## config.mk

```make
export PLATFORM = sky130hd
export DESIGN_NAME = ds402_drive_enable_sequencer
export DESIGN_NICKNAME = d
export VERILOG_FILES = /design/src/hdl/ddes_pkg.sv /design/src/hdl/ddes_cfg.sv /design/src/hdl/ddes_step.sv /design/src/hdl/ds402_drive_enable_sequencer.sv
export SDC_FILE = /design/constraint.sdc
export NUM_CORES = 1
export LEC_CHECK = 0
export ABC_AREA = 1
export CAP_MARGIN = 20
export CORE_UTILIZATION = 58
export DETAILED_ROUTE_END_ITERATION = 6
export DONT_BUFFER_PORTS = 1
export PLACE_DENSITY = 0.78
export SYNTH_ARGS = -nofsm -noshare
export SYNTH_HDL_FRONTEND = slang
export SYNTH_SLANG_ARGS = --single-unit
```

## constraint.sdc

```tcl
create_clock -name clk -period 3.3 [get_ports clk]
set_clock_uncertainty 0.1 [all_clocks]
set_input_delay 0.495 -clock clk [delete_from_list [all_inputs] [get_ports clk]]
set_output_delay 0.495 -clock clk [all_outputs]
set_load 0.01 [all_outputs]
```

## src/hdl/ddes_pkg.sv

```systemverilog
// Package for the drive enable sequencer: state encoding, control words,
// error codes, register map and the structs passed between modules.
// No dependencies.
package ddes_pkg;

    // Register map
    localparam int unsigned ADDR_W      = 3;
    localparam int unsigned DATA_W      = 32;
    localparam logic        REG_TIMEOUT = 1'b0;
    localparam logic [15:0] TIMEOUT_RST = 16'd1000;

    // Control words sent to the drive
    localparam logic [7:0] CW_OFF         = 8'd0;
    localparam logic [7:0] CW_SHUTDOWN    = 8'd6;
    localparam logic [7:0] CW_SWITCH_ON   = 8'd7;
    localparam logic [7:0] CW_ENABLE_OP   = 8'd15;
    localparam logic [7:0] CW_FAULT_RESET = 8'd128;

    // Error codes
    localparam logic [1:0] ERR_NONE    = 2'd0;
    localparam logic [1:0] ERR_TIMEOUT = 2'd1;
    localparam logic [1:0] ERR_FAULT   = 2'd2;

    // External state codes
    localparam logic [2:0] CODE_IDLE    = 3'd0;
    localparam logic [2:0] CODE_STARTUP = 3'd1;
    localparam logic [2:0] CODE_SODIS   = 3'd2;
    localparam logic [2:0] CODE_READY   = 3'd3;
    localparam logic [2:0] CODE_SWON    = 3'd4;
    localparam logic [2:0] CODE_OPEN    = 3'd5;
    localparam logic [2:0] CODE_FAULT   = 3'd6;
    localparam logic [2:0] CODE_RESET   = 3'd7;

    // Wait counter saturates at its maximum
    localparam int unsigned CNT_W   = 17;
    localparam logic [CNT_W-1:0] CNT_MAX = {CNT_W{1'b1}};

    // Status word bit positions
    localparam int unsigned SW_READY = 0;
    localparam int unsigned SW_SWON  = 1;
    localparam int unsigned SW_OPEN  = 2;
    localparam int unsigned SW_FAULT = 3;
    localparam int unsigned SW_WARN  = 7;

    // Stream widths
    localparam int unsigned IN_W  = 24;
    localparam int unsigned OUT_W = 24;

    // Sequencer state, one-hot
    typedef enum logic [7:0] {
        ST_IDLE    = 8'b0000_0001,
        ST_STARTUP = 8'b0000_0010,
        ST_SODIS   = 8'b0000_0100,
        ST_READY   = 8'b0000_1000,
        ST_SWON    = 8'b0001_0000,
        ST_OPEN    = 8'b0010_0000,
        ST_FAULT   = 8'b0100_0000,
        ST_RESET   = 8'b1000_0000
    } ddes_state_e_t;

    // One input beat
    typedef struct packed {
        logic [15:0] status_word;
        logic        master_ok;
        logic        enable_cmd;
        logic        error_reset;
    } ddes_in_t;

    // Persistent sequencer state
    typedef struct packed {
        ddes_state_e_t    state;
        logic [CNT_W-1:0] wait_cnt;
        logic [7:0]       last_ctrl;
        logic             warn_prev;
        logic             en_prev;
        logic             startup_done;
    } ddes_ctx_t;

    // One result beat
    typedef struct packed {
        logic [7:0] control_word;
        logic [2:0] state_code;
        logic       drive_enabled;
        logic       hw_ready;
        logic [1:0] error_code;
        logic       drop_enable;
        logic       warning_rise;
    } ddes_res_t;

    // Map the one-hot state to the external code
    function automatic logic [2:0] state_to_code(input ddes_state_e_t st);
        logic [2:0] code;
        case (st)
            ST_IDLE:    code = CODE_IDLE;
            ST_STARTUP: code = CODE_STARTUP;
            ST_SODIS:   code = CODE_SODIS;
            ST_READY:   code = CODE_READY;
            ST_SWON:    code = CODE_SWON;
            ST_OPEN:    code = CODE_OPEN;
            ST_FAULT:   code = CODE_FAULT;
            default:    code = CODE_RESET;
        endcase
        return code;
    endfunction

endpackage

```

## src/hdl/ddes_cfg.sv

```systemverilog
// APB register block holding the timeout limit.
// Depends on ddes_pkg.
module ddes_cfg
    import ddes_pkg::*;
(
    input  logic              clk,
    input  logic              rst_n,
    input  logic              psel,
    input  logic              penable,
    input  logic              pwrite,
    input  logic [ADDR_W-1:0] paddr,
    input  logic [DATA_W-1:0] pwdata,
    output logic [DATA_W-1:0] prdata,
    output logic              pready,
    output logic [15:0]       timeout_cycles
);

    logic [15:0] timeout_reg;
    logic        wr_en;

    // Register index is the word address; low bits are ignored
    assign pready = 1'b1;
    assign wr_en  = psel && penable && pwrite && pready && (paddr[2] == REG_TIMEOUT);

    always_ff @(posedge clk or negedge rst_n)
    begin
        if (!rst_n)
        begin
            timeout_reg <= TIMEOUT_RST;
        end
        else if (wr_en)
        begin
            timeout_reg <= pwdata[15:0];
        end
    end

    // Read back
    always_comb
    begin
        if (paddr[2] == REG_TIMEOUT)
        begin
            prdata = {{(DATA_W-16){1'b0}}, timeout_reg};
        end
        else
        begin
            prdata = '0;
        end
    end

    assign timeout_cycles = timeout_reg;

endmodule

```

## src/hdl/ddes_step.sv

```systemverilog
// Combinational next-state and result logic for one status word.
// Depends on ddes_pkg.
module ddes_step
    import ddes_pkg::*;
(
    input  ddes_in_t    in_beat,
    input  ddes_ctx_t   ctx,
    input  logic [15:0] timeout_cycles,
    output ddes_ctx_t   ctx_next,
    output ddes_res_t   res
);

    always_comb
    begin
        ddes_ctx_t c;
        logic      b_ready;
        logic      b_swon;
        logic      b_open;
        logic      b_fault;
        logic      b_warn;
        logic      en;
        logic      mok;
        logic [1:0] err;
        logic      drop;
        logic      wrise;

        c       = ctx;
        b_ready = in_beat.status_word[SW_READY];
        b_swon  = in_beat.status_word[SW_SWON];
        b_open  = in_beat.status_word[SW_OPEN];
        b_fault = in_beat.status_word[SW_FAULT];
        b_warn  = in_beat.status_word[SW_WARN];
        en      = in_beat.enable_cmd;
        mok     = in_beat.master_ok;
        err     = ERR_NONE;
        drop    = 1'b0;
        wrise   = 1'b0;

        // Error reset applies before anything else
        if (in_beat.error_reset && c.state == ST_FAULT)
        begin
            c.state    = ST_RESET;
            c.wait_cnt = '0;
        end

        if (c.wait_cnt > {1'b0, timeout_cycles})
        begin
            // Timeout: latch fault and hold everything else
            c.state = ST_FAULT;
            err     = ERR_TIMEOUT;
        end
        else
        begin
            if (c.wait_cnt != CNT_MAX)
            begin
                c.wait_cnt = c.wait_cnt + 1'b1;
            end

            // One-time fault clear at startup
            if (!c.startup_done)
            begin
                if (mok && c.state == ST_FAULT)
                begin
                    c.state    = ST_RESET;
                    c.wait_cnt = '0;
                end
                if (!b_fault && mok)
                begin
                    c.startup_done = 1'b1;
                    c.state        = ST_RESET;
                end
            end

            wrise       = b_warn && !c.warn_prev;
            c.warn_prev = b_warn;

            // Later checks in each state take priority
            case (c.state)
                ST_IDLE:
                begin
                    c.last_ctrl = CW_OFF;
                    c.wait_cnt  = '0;
                    if (en && !c.en_prev)
                    begin
                        c.state = ST_STARTUP;
                    end
                end
                ST_STARTUP:
                begin
                    c.last_ctrl = CW_FAULT_RESET;
                    c.wait_cnt  = '0;
                    c.state     = ST_SODIS;
                end
                ST_SODIS:
                begin
                    c.last_ctrl = CW_SHUTDOWN;
                    if (b_ready)
                    begin
                        c.wait_cnt = '0;
                        c.state    = ST_READY;
                    end
                    if (!en)
                    begin
                        c.state = ST_IDLE;
                    end
                end
                ST_READY:
                begin
                    c.last_ctrl = CW_SWITCH_ON;
                    if (b_fault)
                    begin
                        c.wait_cnt = '0;
                        c.state    = ST_FAULT;
                    end
                    if (b_swon)
                    begin
                        c.wait_cnt = '0;
                        c.state    = ST_SWON;
                    end
                    if (!en)
                    begin
                        c.state = ST_IDLE;
                    end
                end
                ST_SWON:
                begin
                    c.last_ctrl = CW_ENABLE_OP;
                    if (b_fault)
                    begin
                        c.wait_cnt = '0;
                        c.state    = ST_FAULT;
                    end
                    if (b_open)
                    begin
                        c.wait_cnt = '0;
                        c.state    = ST_OPEN;
                    end
                    if (!en)
                    begin
                        c.state = ST_IDLE;
                    end
                end
                ST_OPEN:
                begin
                    if (b_fault)
                    begin
                        c.state = ST_FAULT;
                    end
                    c.wait_cnt = '0;
                    if (!en)
                    begin
                        c.state = ST_IDLE;
                    end
                end
                ST_FAULT:
                begin
                    c.last_ctrl = CW_OFF;
                    c.wait_cnt  = '0;
                    en          = 1'b0;
                    drop        = 1'b1;
                    err         = ERR_FAULT;
                end
                default:
                begin
                    // Reset state: send fault reset until the fault bit clears
                    c.last_ctrl = CW_FAULT_RESET;
                    c.wait_cnt  = '0;
                    if (!b_fault)
                    begin
                        c.state = ST_IDLE;
                        drop    = 1'b1;
                    end
                end
            endcase
            c.en_prev = en;
        end

        ctx_next          = c;
        res.control_word  = c.last_ctrl;
        res.state_code    = state_to_code(c.state);
        res.drive_enabled = b_open;
        res.hw_ready      = !b_fault && mok;
        res.error_code    = err;
        res.drop_enable   = drop;
        res.warning_rise  = wrise;
    end

endmodule

```

## src/hdl/ds402_drive_enable_sequencer.sv

```systemverilog
// Top level of the drive enable sequencer: stream ports, input and result
// registers, sequencer state. Depends on ddes_pkg, ddes_cfg and ddes_step.
//
// The block takes one drive status word per clock and returns one result beat
// for each. A beat accepted into the input register is evaluated from there
// and its result is captured in the result register before it appears on the
// master side; the sustained rate is one beat per cycle, and it slows only
// while the master side stalls. The sequencer state advances as each beat
// moves from the input register into the result register. The timeout limit
// is written through the APB port; the user must write it only while no beat
// is in flight, as the block itself does not enforce this.
module ds402_drive_enable_sequencer
    import ddes_pkg::*;
(
    input  logic              clk,
    input  logic              rst_n,
    // Slave stream
    input  logic              s_tvalid,
    output logic              s_tready,
    // s_tdata: status_word[15:0], master_ok[16], enable_cmd[17],
    //          error_reset[18], zero[23:19]
    input  logic [IN_W-1:0]   s_tdata,
    // Master stream
    output logic              m_tvalid,
    input  logic              m_tready,
    // m_tdata: control_word[7:0], state_code[10:8], drive_enabled[11],
    //          hw_ready[12], error_code[14:13], drop_enable[15],
    //          warning_rise[16], zero[23:17]
    output logic [OUT_W-1:0]  m_tdata,
    // Configuration
    input  logic              psel,
    input  logic              penable,
    input  logic              pwrite,
    input  logic [ADDR_W-1:0] paddr,
    input  logic [DATA_W-1:0] pwdata,
    output logic [DATA_W-1:0] prdata,
    output logic              pready
);

    logic        in_valid_reg;
    ddes_in_t    in_reg;
    logic        out_valid_reg;
    ddes_res_t   out_reg;
    ddes_ctx_t   ctx_reg;
    ddes_ctx_t   ctx_next;
    ddes_res_t   res;
    logic [15:0] timeout_cycles;
    logic        adv;
    logic        in_take;

    ddes_cfg u_cfg (
        .clk            (clk),
        .rst_n          (rst_n),
        .psel           (psel),
        .penable        (penable),
        .pwrite         (pwrite),
        .paddr          (paddr),
        .pwdata         (pwdata),
        .prdata         (prdata),
        .pready         (pready),
        .timeout_cycles (timeout_cycles)
    );

    ddes_step u_step (
        .in_beat        (in_reg),
        .ctx            (ctx_reg),
        .timeout_cycles (timeout_cycles),
        .ctx_next       (ctx_next),
        .res            (res)
    );

    // Handshake: the input register moves on when the result slot frees up
    assign adv      = in_valid_reg && (!out_valid_reg || m_tready);
    assign s_tready = !in_valid_reg || adv;
    assign in_take  = s_tvalid && s_tready;
    assign m_tvalid = out_valid_reg;
    assign m_tdata  = {7'd0, out_reg.warning_rise, out_reg.drop_enable, out_reg.error_code,
                       out_reg.hw_ready, out_reg.drive_enabled, out_reg.state_code,
                       out_reg.control_word};

    // Valid flags and sequencer state
    always_ff @(posedge clk or negedge rst_n)
    begin
        if (!rst_n)
        begin
            in_valid_reg          <= 1'b0;
            out_valid_reg         <= 1'b0;
            ctx_reg.state         <= ST_RESET;
            ctx_reg.wait_cnt      <= '0;
            ctx_reg.last_ctrl     <= CW_OFF;
            ctx_reg.warn_prev     <= 1'b0;
            ctx_reg.en_prev       <= 1'b0;
            ctx_reg.startup_done  <= 1'b0;
        end
        else
        begin
            if (in_take)
            begin
                in_valid_reg <= 1'b1;
            end
            else if (adv)
            begin
                in_valid_reg <= 1'b0;
            end

            if (adv)
            begin
                out_valid_reg <= 1'b1;
                ctx_reg       <= ctx_next;
            end
            else if (m_tready)
            begin
                out_valid_reg <= 1'b0;
            end
        end
    end

    // Payload registers
    always_ff @(posedge clk)
    begin
        if (in_take)
        begin
            in_reg.status_word <= s_tdata[15:0];
            in_reg.master_ok   <= s_tdata[16];
            in_reg.enable_cmd  <= s_tdata[17];
            in_reg.error_reset <= s_tdata[18];
        end
        if (adv)
        begin
            out_reg <= res;
        end
    end

    // The sequencer state is always exactly one-hot
    a_state_onehot: assert property (@(posedge clk) disable iff (!rst_n)
        $onehot(ctx_reg.state))
        else $error("sequencer state is not one-hot");

    // The startup fault clear runs once and stays done
    a_startup_sticky: assert property (@(posedge clk) disable iff (!rst_n)
        ctx_reg.startup_done |=> ctx_reg.startup_done)
        else $error("startup clear flag fell");

    // A timeout beat holds the control word
    a_timeout_hold: assert property (@(posedge clk) disable iff (!rst_n)
        (adv && res.error_code == ERR_TIMEOUT) |=>
        (ctx_reg.last_ctrl == $past(ctx_reg.last_ctrl)))
        else $error("control word changed on a timeout beat");

    // A fault result reports the fault state with the drive switched off
    a_fault_result: assert property (@(posedge clk) disable iff (!rst_n)
        (out_valid_reg && out_reg.error_code == ERR_FAULT) |->
        (out_reg.state_code == CODE_FAULT && out_reg.control_word == CW_OFF
         && out_reg.drop_enable))
        else $error("fault result is inconsistent");

    // An empty pipeline always accepts
    a_accept_when_empty: assert property (@(posedge clk) disable iff (!rst_n)
        !in_valid_reg |-> s_tready)
        else $error("input stalled with an empty input register");

endmodule

```

-- Word-level counts from Yosys, hierarchy flattened
Index checks and enable logic that the tools add are counted.
- add/subtract/negate cells: 1
- $lt $le $gt $ge: 1
- eq/ne operators: 17
- muxes and demuxes: 34
- bitwise logic cells: 2
- reductions and logical operators: 22
- operators by type and width (operator ; number):
    2-to-1 mux 25 bit ; 8
    2-to-1 mux 8 bit ; 9
    case mux 8 bit (7 select lines) ; 1
    case mux 17 bit (3 select lines) ; 1
    case mux 8 bit (5 select lines) ; 1
    equality test 8 x 7 -> 1 bit (second input constant) ; 4
    2-to-1 mux 28 bit ; 1
    case mux 3 bit (7 select lines) ; 1
    adder 17 x 1 -> 17 bit (second input constant) ; 1
    > comparator 17 x 16 -> 1 bit ; 1
    2-to-1 mux 17 bit ; 1
    inequality test 17 bit (second input constant) ; 1
    equality test 8 x 1 -> 1 bit (second input constant) ; 2
    equality test 8 x 2 -> 1 bit (second input constant) ; 2
    equality test 8 x 3 -> 1 bit (second input constant) ; 2
    equality test 8 x 4 -> 1 bit (second input constant) ; 2
    equality test 8 x 5 -> 1 bit (second input constant) ; 2
    equality test 8 x 6 -> 1 bit (second input constant) ; 2
    2-to-1 mux 16 bit ; 1
    logical AND 1 bit ; 10
    2-to-1 mux 1 bit ; 8
    OR reduction 6 bit ; 1
    zero test 1 bit ; 5
    nonzero test 2 bit ; 2
    6 further kinds ; 8
- register bits after elaboration: 82
- input bits: 66
- output and inout port bits: 59
- logic and storage cells: 97

-- Logic depth before layout (Yosys ltp)
Gate-level depths: netlist (run 1).
- depth in word-level cells: 16
- depth in mapped cells: 26
- mapped depth without buffers: 24

-- Hierarchy
From an unflattened synthesis (run 1), not the netlist that was laid out.
- cell total of the unflattened synthesis: 836
- area, all modules: 6314.8 um^2
- modules (own cells, without submodules) (module ; times used ; cells each ; area each (um^2) ; seq. area each (um^2)):
    ds402_drive_enable_sequencer ; 1 ; 211 ; 2693.8 ; 2033.2
    ddes_step ; 1 ; 500 ; 2675.1 ; 0.0
    ddes_cfg ; 1 ; 125 ; 945.9 ; 407.9

-- Worst setup path before layout (run 1)
OpenSTA, ideal clock, no wires.
- kind: reg2reg
- start point: register ctx_reg[35] (netlist bit)
- end point: register out_reg, in the netlist m_tdata[8], data pin
- setup time: 253 ps
- arrival: 2944 ps
- required time: 2947 ps
- setup slack: 3 ps
- stages on the path, launching flop included: 25
- path buffers: 3
- period minus slack after synthesis: 3297 ps
- cell sequence: dfstp_2 > inv_1 > nand3_1 > nor2_1 > nand2_2 > buf_6 > inv_2 > buf_4 > nor2_1 > ha_1 > a21oi_1 > nor2_1 > o21ai_0 > o211ai_1 > nand2_1 > nand3_2 > nand2_4 > buf_8 > nand4_2 > nor2_2 > inv_1 > nor2_1 > nor2_1 > nand2_1 > nand2_1
- RTL lines (element ; RTL line ; RTL):
    from (decl) ; ds402_drive_enable_sequencer.sv:44 ; ddes_ctx_t ctx_reg;
    from (signal assigned) ; ds402_drive_enable_sequencer.sv:109 ; ctx_reg <= ctx_next;
    to (signal assigned) ; ds402_drive_enable_sequencer.sv:130 ; out_reg <= res;
    to (decl) ; ds402_drive_enable_sequencer.sv:43 ; ddes_res_t out_reg;

==> results of run 1 <==
==> power by group through the flow <==
stage	clock network (W)	registers [W]	logic (W)
after floorplan	0	0.00141	0.00167
after global placement	0	0.00141	0.00228
after detailed placement	0	0.00142	0.00234
after CTS	0.000845	0.00140	0.00257
after global routing	0.000872	0.00144	0.00335
final	0.000840	0.00142	0.00312
==> final cells by class <==
type                       instances  area share
clock buffer                      15     0.03099
clock inverter                     1    0.004454
inverter                         101     0.05994
multi-input combinational        498      0.4596
sequential                        79      0.3130
tap                              108     0.02004
timing repair buffer              85      0.1097
timing repair inverter             2    0.002227
==> logic make-up after synthesis <==
kind of cell	synth area share
flops	0.3936
compound gates	0.1157
buf+inv	0.1225
mux	0.001867
fa+ha+maj	0.03966
xor+xnor	0.008166
simple gates	0.3171
other cells	0.001400
==> cell usage after synthesis, drive strengths merged (4+ instances only) <==
| cell type | number |
|---|---|
| nor2 | 116 |
| o22ai | 7 |
| a22oi | 4 |
| clkbuf | 10 |
| nand4 | 22 |
| dfstp | 7 |
| buf | 30 |
| nand3 | 41 |
| o21ai | 49 |
| nor3 | 21 |
| edfxtp | 25 |
| ha | 17 |
| xor2 | 5 |
| nand2 | 129 |
| dfrtp | 47 |
| a21oi | 39 |
| inv | 99 |
==> through the flow <==
step	instances	setup slack (ns)	util	cell area (sq um)
2_1_floorplan	717	0.003034	-	5445
3_3_place_gp	846	-0.1462	0.6530	5778
3_5_place_dp	846	-0.2062	0.6530	5778
4_1_cts	873	0.002721	0.7152	6329
5_1_grt	889	-0.2940	0.7620	6743
6_report	889	-0.1975	0.7620	6743
==> how the worst max path moves through the flow <==
stage | start | end | slack [ns] | depth (start not counted)
finish | ctx_reg[30] | m_tdata[8] | -0.20 | 21
global route | ctx_reg[30] | m_tdata[8] | -0.29 | 24
CTS | ctx_reg[35] | m_tdata[8] | 0.003 | 23
detailed placement | ctx_reg[30] | m_tdata[8] | -0.21 | 20
global placement | ctx_reg[35] | m_tdata[9] | -0.15 | 22
floorplan | ctx_reg[35] | m_tdata[8] | 0.003 | 24
==> cells in the final DEF, fill, tap and decap left out, drive strengths merged, types with 4 or more instances in the layout <==
master  synthesis  final
nand2         129    130
nor2          116    116
inv            99    101
buf            30     84
o21ai          49     49
dfrtp          47     47
nand3          41     41
a21oi          39     39
edfxtp         25     25
conb            2     24
nand4          22     22
nor3           21     21
ha             17     17
clkbuf         10     15
o22ai           7      7
dfstp           7      7
xor2            5      5
a22oi           4      4
==> metal layers <==
layer	global-route usage	part of all wire	vias to the layer above	wire, um
li1	-	-	2409	-
met1	0.4114	0.43	2427	6246
met2	0.4615	0.48	258	7098
met3	0.04223	0.076	25	1118
met4	0.09414	0.015	0	221
met5	0	0	-	0
==> critical path, stage by stage (launching register included) <==
cell	delay (ns)
dfrtp_1	0.40
or2_4	0.27
nor2_4	0.12
nand2_4	0.13
inv_8	0.11
buf_12	0.11
nor2_2	0.05
ha_1	0.29
nand2_1	0.07
inv_2	0.07
nand3_2	0.06
nor4_2	0.28
nand2_2	0.21
nand2_8	0.17
buf_12	0.11
nand4_4	0.11
nor2_4	0.18
nand2_1	0.10
nand2_1	0.07
nor2_1	0.05
nand2_1	0.10
nand2_1	0.08
==> what timing repair did <==
action	CTS	global route
hold buffers	2	0
buffers inserted	8	15
pin swaps	19	32
cloned	2	1
hold endpoints to repair	54	0
endpoints found under the setup margin	31	36
gates resized for setup	43	75
==> metrics.yaml, run 1 <==
postSynth.asyncResetShare: 0.6835
clock-sinks: 79
start_kind: "flip-flop"
rows: 34
drc: 4
netlist.area_leader.share: 0.2193
worst_setup_path_end_kind: "flip-flop"
setup_viol_count_final: 18
clkPwrFrac: 0.156
layout_min_cycle_time_ns: 3.498
ir_drop_mv: 0.4464
n_fill_cell: 616
yosysUniqueCellTypes: 52
drive_gt1_frac: 0.3086
violations: "DRC, setup timing"
p_sw_frac: 0.4529
p_comb_frac: 0.579
drtIter0Drc: 489
drv_cap: 0
clock_latency_ns: 0.36
worstHoldEndpoint: "in_reg[0]"
largest_register_ff_count: 36
p_switching_w: 0.002436
powerDensity_mw_per_mm2: 797.7
hold_path.class: "in -> reg"
clk_path_buf_depth: 2
r2r_end: "m_tdata[8]"
drt_wl_total_mm: 14.68
start_util: 0.6061
run_status: "finished with violations"
yosysSeqAreaShare: 0.3936
grt_pass1_vias: 4539
p_total_w: 0.005379
rr_worst_depth: 21
fmax_mhz: 285.9
cts_buffers: 9
cp_data_required_time_ns: 3.31
dieArea_sq_mm: 0.009634
hold_viol: 0
die-width_um: 98.16
areaGrowthSynthToFinish_pct: 25.74
pin_count: 125
fin_setup_tns_ns: -1.257
min_period_over_period: 1.060
yosysWarnings: 0
internal-power_w: 0.002943
syn_area_sq_mm: 0.005363
seqPwrFrac: 0.264
slew_headroom: 0.5510
dp_hpwl_mm: 9.772
multi_input_area_sq_mm: 0.003099
ys_ff_latch: 79
worst_slack_ns: -0.1975
n_antenna_cell: 0
ff_latch_area_sq_mm: 0.002111
synth_enable_flop_cells: 25
leakagePower_nw: 3.124
die_h_um: 98.16
grt_pass1_wl_mm: 21.94
cp.arrival_ns: 3.51
synth_area_leader_cell: "dfrtp_1"
avgSynthCellArea_sq_um: 7.716
wl_per_cell_um: 16.52
tightest_slew_ns: 0.6727
dr_total_vias: 5119
critical_path_class: "reg -> reg"
gp_congestion: 0.8750
syn_inst: 695
core_sq_mm: 0.008848
h-tree-depth: 3
crit_fanout: 6
root_buffer: "clkbuf_8"
portBuffers: 0
antenna_left: 0
avgViaCountPerCell: 5.758
hold_depth: 0
dr.pass1.iters: 7
tritoncts: "done"
track_usage: 0.2906
antenna_found_initial: 0
hold_slack_ns: 0.1331
path_clk_slew_ns: 0.08
drv_slew: 0
synth_top_cells_by_area: "dfrtp_1 22%, edfxtp_1 14%, nand2_1 7.8%, nor2_1 6.8%, inv_1 6.0%"
reg2reg_from: "ctx_reg[30]"
final_net_count: 859
synth_flop_cell: "dfrtp_1"
grt_max_degree: 55
grt_overflow: 0
rsz0062_at_grt: "true"
worst_hold_startpoint: "s_tdata[18]"
r2r_slack_ns: -0.20
No activity file was read; power rests on OpenSTA's default activity.
==> run 2: changes to the inputs <==
==> constraint.sdc (replaced) <==
create_clock -name clk -period 3.3 [get_ports clk]
set_clock_uncertainty 0.1 [all_clocks]
set_input_delay 0.165 -clock clk [delete_from_list [all_inputs] [get_ports clk]]
set_output_delay 0.165 -clock clk [all_outputs]
set_load 0.01 [all_outputs]
==> run 2 against run 1 <==
The flow still finishes with violations (DRC, setup timing). Final area increased by 1.4%. Wire length increased by 8.7%. Die area unchanged. Cell count increased by 1.6%. Worst setup slack got worse by 0.042 ns. First-iteration DRC count decreased by 1.2%. Flip-flop and latch count unchanged. Clock power decreased by 11%. Fmax decreased by 1.2%. Largest power group unchanged. Register-to-register slack got worse by 0.04 ns. Worst hold slack got worse by 0.022 ns. Sequential power about the same. Critical path type unchanged.
==> metrics.yaml, run 2 (synthesis gave the netlist of run 1 again) <==
p_switching_w: 0.002471  # +1.4%
wl_per_cell_um: 17.67  # +7.0%
tightest_slew_ns: 0.7171  # +0.04436 ns
dp_slack_ns: -0.2190  # -0.01285 ns
setup_viol_count_final: 26  # +8
layout.cells.most_common_list: "93 x nand2_1, 82 x nor2_1, 78 x inv_1, 66 x buf_4, 47 x dfrtp_1"
gp_congestion: 0.9146  # +4.5%
fmax_mhz: 282.5  # -1.2%
h-tree-depth: 3  # unchanged
start_kind: "flip-flop"
portBuffers: 0  # unchanged
final_net_count: 873  # +1.6%
n_antenna_cell: 0  # unchanged
leakagePower_nw: 3.154  # +0.96%
rows: 34  # unchanged
p_comb_frac: 0.589  # +0.010
crit_fanout: 7  # +1
seqPwrFrac: 0.269  # +0.005
drc: 2  # -2
antenna_left: 0  # unchanged
pin_count: 125  # unchanged
tritoncts: "done"
n_fill_cell: 596  # -3.2%
ir_drop_mv: 0.4292  # -3.9%
drt_wl_total_mm: 15.96  # +8.7%
path_clk_slew_ns: 0.09  # about the same
violations: "DRC, setup timing"
run_status: "finished with violations"
critical_path_class: "reg -> reg"
worst_slack_ns: -0.2400  # -0.04249 ns
grt_max_degree: 55  # unchanged
rsz0062_at_grt: "true"
final_common_cell: "nand2_1"
track_usage: 0.3160  # +0.02539
cp.arrival_ns: 3.54  # +0.03 ns
die_h_um: 98.16  # unchanged
core_sq_mm: 0.008848  # unchanged
slew_headroom: 0.5214  # -0.02961
drv_cap: 0  # unchanged
drive_gt1_frac: 0.2868  # -0.02179
cts_buffers: 9  # unchanged
dieArea_sq_mm: 0.009634  # unchanged
dp_hpwl_mm: 9.705  # -0.69%
hold_path.class: "in -> reg"
powerDensity_mw_per_mm2: 770.7  # -3.4%
die-width_um: 98.16  # unchanged
layout_min_cycle_time_ns: 3.540  # +0.04249 ns
hold_slack_ns: 0.1110  # -0.02218 ns
dr_total_vias: 5317  # +3.9%
grt_pass1_wl_mm: 23.98  # +9.3%
areaGrowthSynthToFinish_pct: 27.55
dr.pass1.iters: 7  # unchanged
clock_latency_ns: 0.36  # about the same
cp_data_required_time_ns: 3.30  # about the same
design_area_sq_mm: 0.006840  # +1.4%
grt_overflow: 0  # unchanged
root_buffer: "clkbuf_8"
min_period_over_period: 1.073  # +0.01288
antenna_found_initial: 0  # unchanged
internal-power_w: 0.002801  # -4.8%
hold_viol: 0  # unchanged
clock-sinks: 79  # unchanged
clkPwrFrac: 0.142  # -0.014
worst_setup_path_end_kind: "flip-flop"
placed_area_sq_mm: 0.005758  # -0.35%
p_sw_frac: 0.4687  # +0.01584
drv_slew: 0  # unchanged
grt_pass1_vias: 4903  # +8.0%
drtIter0Drc: 483  # -1.2%
start_util: 0.6061  # unchanged
avgViaCountPerCell: 5.888  # +2.3%
clk_path_buf_depth: 2  # unchanged
largest_register_ff_count: 36  # unchanged
run 2: changes by cell type in the layout (fill, tap and decap cells not counted), moves of 5 or more:
cell           previous run  this run
dlygate4sd3_1             1        27
nand2_1                 100        93
nand2_2                  16        21
buf_4                    71        66
run 2: power groups by stage:
stage / Sequential (W) / Combinational [W] / Clock [W]
2_1_floorplan: 0.00141 / 0.00167 / 0
3_3_place_gp: 0.00141 / 0.00227 / 0
3_5_place_dp: 0.00142 / 0.00235 / 0
4_1_cts: 0.00140 / 0.00263 / 0.000743
5_1_grt: 0.00144 / 0.00336 / 0.000794
6_report: 0.00142 / 0.00310 / 0.000749
run 2: final timing paths:
check / from / cells past startpoint / end / slack, ns
max: ctx_reg[35] / 21 / m_tdata[9] / -0.24
min: pwrite / 2 / u_cfg.timeout_cycles[1] / 0.11
max reg2reg: ctx_reg[35] / 21 / m_tdata[9] / -0.24
min reg2reg: ctx_reg[8] / 2 / ctx_reg[8] / 0.37
max in group asynchronous: rst_n / 2 / ctx_reg[35] / 2.59
min in group asynchronous: rst_n / 2 / u_cfg.timeout_cycles[12] / 0.21
run 2: per-stage QoR:
step,total power [W],std cells,utilization,TNS [ns]
final,0.005272,903,0.7730,-2.121
after global routing,0.005597,903,0.7730,-7.350
after CTS,0.004774,897,0.7335,0
after detailed placement,0.003763,845,0.6507,-1.847
after global placement,0.003685,845,0.6507,-0.07942
after floorplan,0.003081,717,-,0
run 2: critical path, cell delays in order, from the launching register on:
cell and delay, ns:
dfstp_2 0.56, inv_2 0.05, nand3_2 0.09, nor2_4 0.06, nand2_4 0.14, buf_6 0.16, buf_6 0.12, nand2_2 0.07
ha_1 0.29, nand4_1 0.16, nor4_2 0.33, nand2_2 0.24, nand2_8 0.21, nand3_4 0.10, inv_1 0.06, nand2_1 0.05
nor2_1 0.14, nand2_1 0.08, nand2_1 0.09, nor2_1 0.05, nand2_1 0.07, nand2_1 0.06
run 2: metal layers:
metal  GRT usage  wire length [um]
met1      0.4296              6623
met2      0.5200              7635
met3     0.05727              1258
met4     0.08955               441
met5           0                 0
run 2: what timing repair did:
action,CTS,global route
hold buffers,28,0
resized for setup,37,75
cloned,2,0
pin swaps,13,40
hold endpoints to repair,80,0
setup endpoints to repair,28,45
buffers inserted,6,5
run 2: layout make-up:
cell class | instances | area [sq um] | share of cell area
multi-input combinational | 498 | 3112 | 0.4549
sequential | 79 | 2111 | 0.3086
timing repair buffer | 100 | 864.6 | 0.1264
inverter | 101 | 409.1 | 0.05981
tap | 108 | 135.1 | 0.01975
clock buffer | 9 | 123.9 | 0.01811
clock inverter | 7 | 76.32 | 0.01116
timing repair inverter | 1 | 8.758 | 0.001280
==> run 3: changes to the inputs <==
- BUFFER_PORTS_ARGS: unset -> -buffer_cell sky130_fd_sc_hd__buf_2
- CORE_UTILIZATION: 58 -> 25
- DONT_BUFFER_PORTS: 1 -> unset
- PLACE_DENSITY: 0.78 -> 0.45
- clock period: 3.3 -> 3.6 ns (I/O delays scaled with it)
==> run 3 against run 2 <==
The flow now finishes without violations. Worst setup slack better by 0.44 ns. Count of clock-buffer cells in the layout grew 2. First-iteration DRC count decreased by 35%. Critical path depth is 1 higher. Core utilization decreased by 44 points. Total power down 14%. Combinational power down 24%. Die area up 130%. Via count shrank 7.5%. Fmax is 4.0% higher. Clock power rose by 24%. Critical endpoint unchanged. Largest power group unchanged.
==> metrics.yaml, run 3 (synthesis gave the netlist of run 1 again) <==
run_status: "finished, final reports clean"
clock_latency_ns: 0.35  # about the same
grt_pass1_wl_mm: 23.63  # -1.5%
ir_drop_mv: 0.2883  # -33%
h-tree-depth: 3  # unchanged
reg2reg_from: "ctx_reg[30]"
clock-sinks: 79  # unchanged
pin_count: 125  # unchanged
grt_pass1_vias: 4632  # -5.5%
place_inst: 1072  # +27%
avgViaCountPerCell: 4.413  # -25%
layout_min_cycle_time_ns: 3.403  # -0.1374 ns
min_period_over_period: 0.9452  # -0.1276
worst_setup_path_end_kind: "flip-flop"
die_h_um: 148.5  # +51%
cp.arrival_ns: 3.40  # -0.14 ns
crit_fanout: 12  # +5
dr_total_vias: 4920  # -7.5%
grt_overflow: 0  # unchanged
powerDensity_mw_per_mm2: 657.2  # -15%
rows: 53  # +56%
drv_cap: 0  # unchanged
fin_setup_tns_ns: 0  # +2.121 ns
cp_data_required_time_ns: 3.60  # +0.30 ns
core_sq_mm: 0.02102  # +140%
n_antenna_cell: 0  # unchanged
largest_register_ff_count: 36  # unchanged
antenna_left: 0  # unchanged
design_area_sq_mm: 0.006914  # +1.1%
final_net_count: 918  # +5.2%
leakagePower_nw: 3.311  # +5.0%
portBuffers: 66  # +66
drt_wl_total_mm: 14.92  # -6.5%
wl_per_cell_um: 13.38  # -24%
setup.worst_path.start: "ctx_reg[30]"
tightest_slew_ns: 0.7042  # -0.01292 ns
dp_hpwl_mm: 11.21  # +15%
placed_area_sq_mm: 0.006277  # +9.0%
clk_path_buf_depth: 2  # unchanged
layout.cells.most_common_list: "109 x nand2_1, 94 x nor2_1, 84 x inv_1, 66 x buf_2, 54 x buf_4"
track_usage: 0.1377  # -0.1783
drtIter0Drc: 314  # -35%
instances_no_fill: 1115  # +23%
cts_buffers: 9  # unchanged
final_common_cell: "nand2_1"
hold_path.class: "in -> reg"
worst_hold_startpoint: "pwdata[0]"
setup_viol_count_final: 0  # -100%
fmax_mhz: 293.9  # +4.0%
drv_slew: 0  # unchanged
antenna_found_initial: 0  # unchanged
gp_congestion: 0.8538  # -6.6%
slew_headroom: 0.5306  # +0.009143
root_buffer: "clkbuf_16"
start_kind: "flip-flop"
drc: 0  # -2
hold_viol: 0  # unchanged
grt_max_degree: 33  # -40%
areaGrowthSynthToFinish_pct: 28.93
drive_gt1_frac: 0.2690  # -0.01774
dr.pass1.iters: 5  # -2
path_clk_slew_ns: 0.07  # -0.02 ns
start_util: 0.2551  # -0.3509
tritoncts: "done"
critical_path_class: "reg -> reg"
dieArea_sq_mm: 0.02204  # +130%
die-width_um: 148.5  # +51%
-- run 3: final cells by class --
cell class	count	area (sq um)
multi-input cells	498	2766
clock buffers	11	232.7
flip-flops and latches	79	2112
well taps	275	344.1
repair buffers	146	1016
clock inverters	5	58.81
fillers	2219	14110
inverters	101	384.1
-- run 3: critical path: stages (launching register included) --
cell,delay [ns]
dfrtp_1,0.37
or2_1,0.26
nor2_4,0.11
nand2_2,0.09
inv_2,0.07
buf_12,0.14
nor2_2,0.05
ha_1,0.32
nand2_1,0.09
nor3_2,0.12
nor3b_2,0.18
nand3b_1,0.13
nand3_4,0.17
nand2_8,0.10
buf_4,0.16
nand3_1,0.12
nand2_2,0.11
nor2_2,0.15
nand2_1,0.08
nand2_1,0.07
nor2_1,0.04
nand2_1,0.07
nand2_1,0.07
-- run 3: path summary, 6_finish.rpt --
check                                     endpoint  slack (ns)  cells past startpoint
min in group asynchronous  u_cfg.timeout_cycles[1]        0.33                      2
setup reg to reg                        m_tdata[9]        0.20                     22
setup / recovery                        m_tdata[9]        0.20                     22
max in group asynchronous              ctx_reg[35]        2.19                      3
hold reg to reg                         ctx_reg[8]        0.36                      2
hold / removal             u_cfg.timeout_cycles[0]       0.007                      3
-- run 3: repair_timing --
item / 4_1_cts / 5_1_grt
hold buffers: 24 / 0
endpoints found under the hold margin: 45 / 0
gates resized for setup: 0 / 19
setup endpoints to repair: 0 / 15
setup buffers: 0 / 2
-- run 3: metal layers --
layer  wire [um]  GRT usage
met1        7379     0.1926
met2        6783     0.2129
met3         466    0.01902
met4         293    0.05464
met5           0          0
-- run 3: stage by stage --
step / utilization / setup slack (ns) / total power [W] / hold WS, ns
global route: 0.3289 / -0.01269 / 0.004907 / 0.04171
CTS: 0.3239 / 0.1407 / 0.004483 / 0.0008301
detailed placement: 0.2986 / 0.1385 / 0.003506 / 0.1838
finish: 0.3289 / 0.1974 / 0.004544 / 0.007281
global placement: 0.2986 / 0.1562 / 0.003487 / 0.1755
floorplan: - / 0.3030 / 0.002825 / -0.2156
-- run 3: power breakdown --
group / internal [W] / total [W] / switching (W)
logic: 0.000856 / 0.00236 / 0.00150
clock network: 0.000540 / 0.000930 / 0.000391
registers: 0.00117 / 0.00126 / 0.0000862
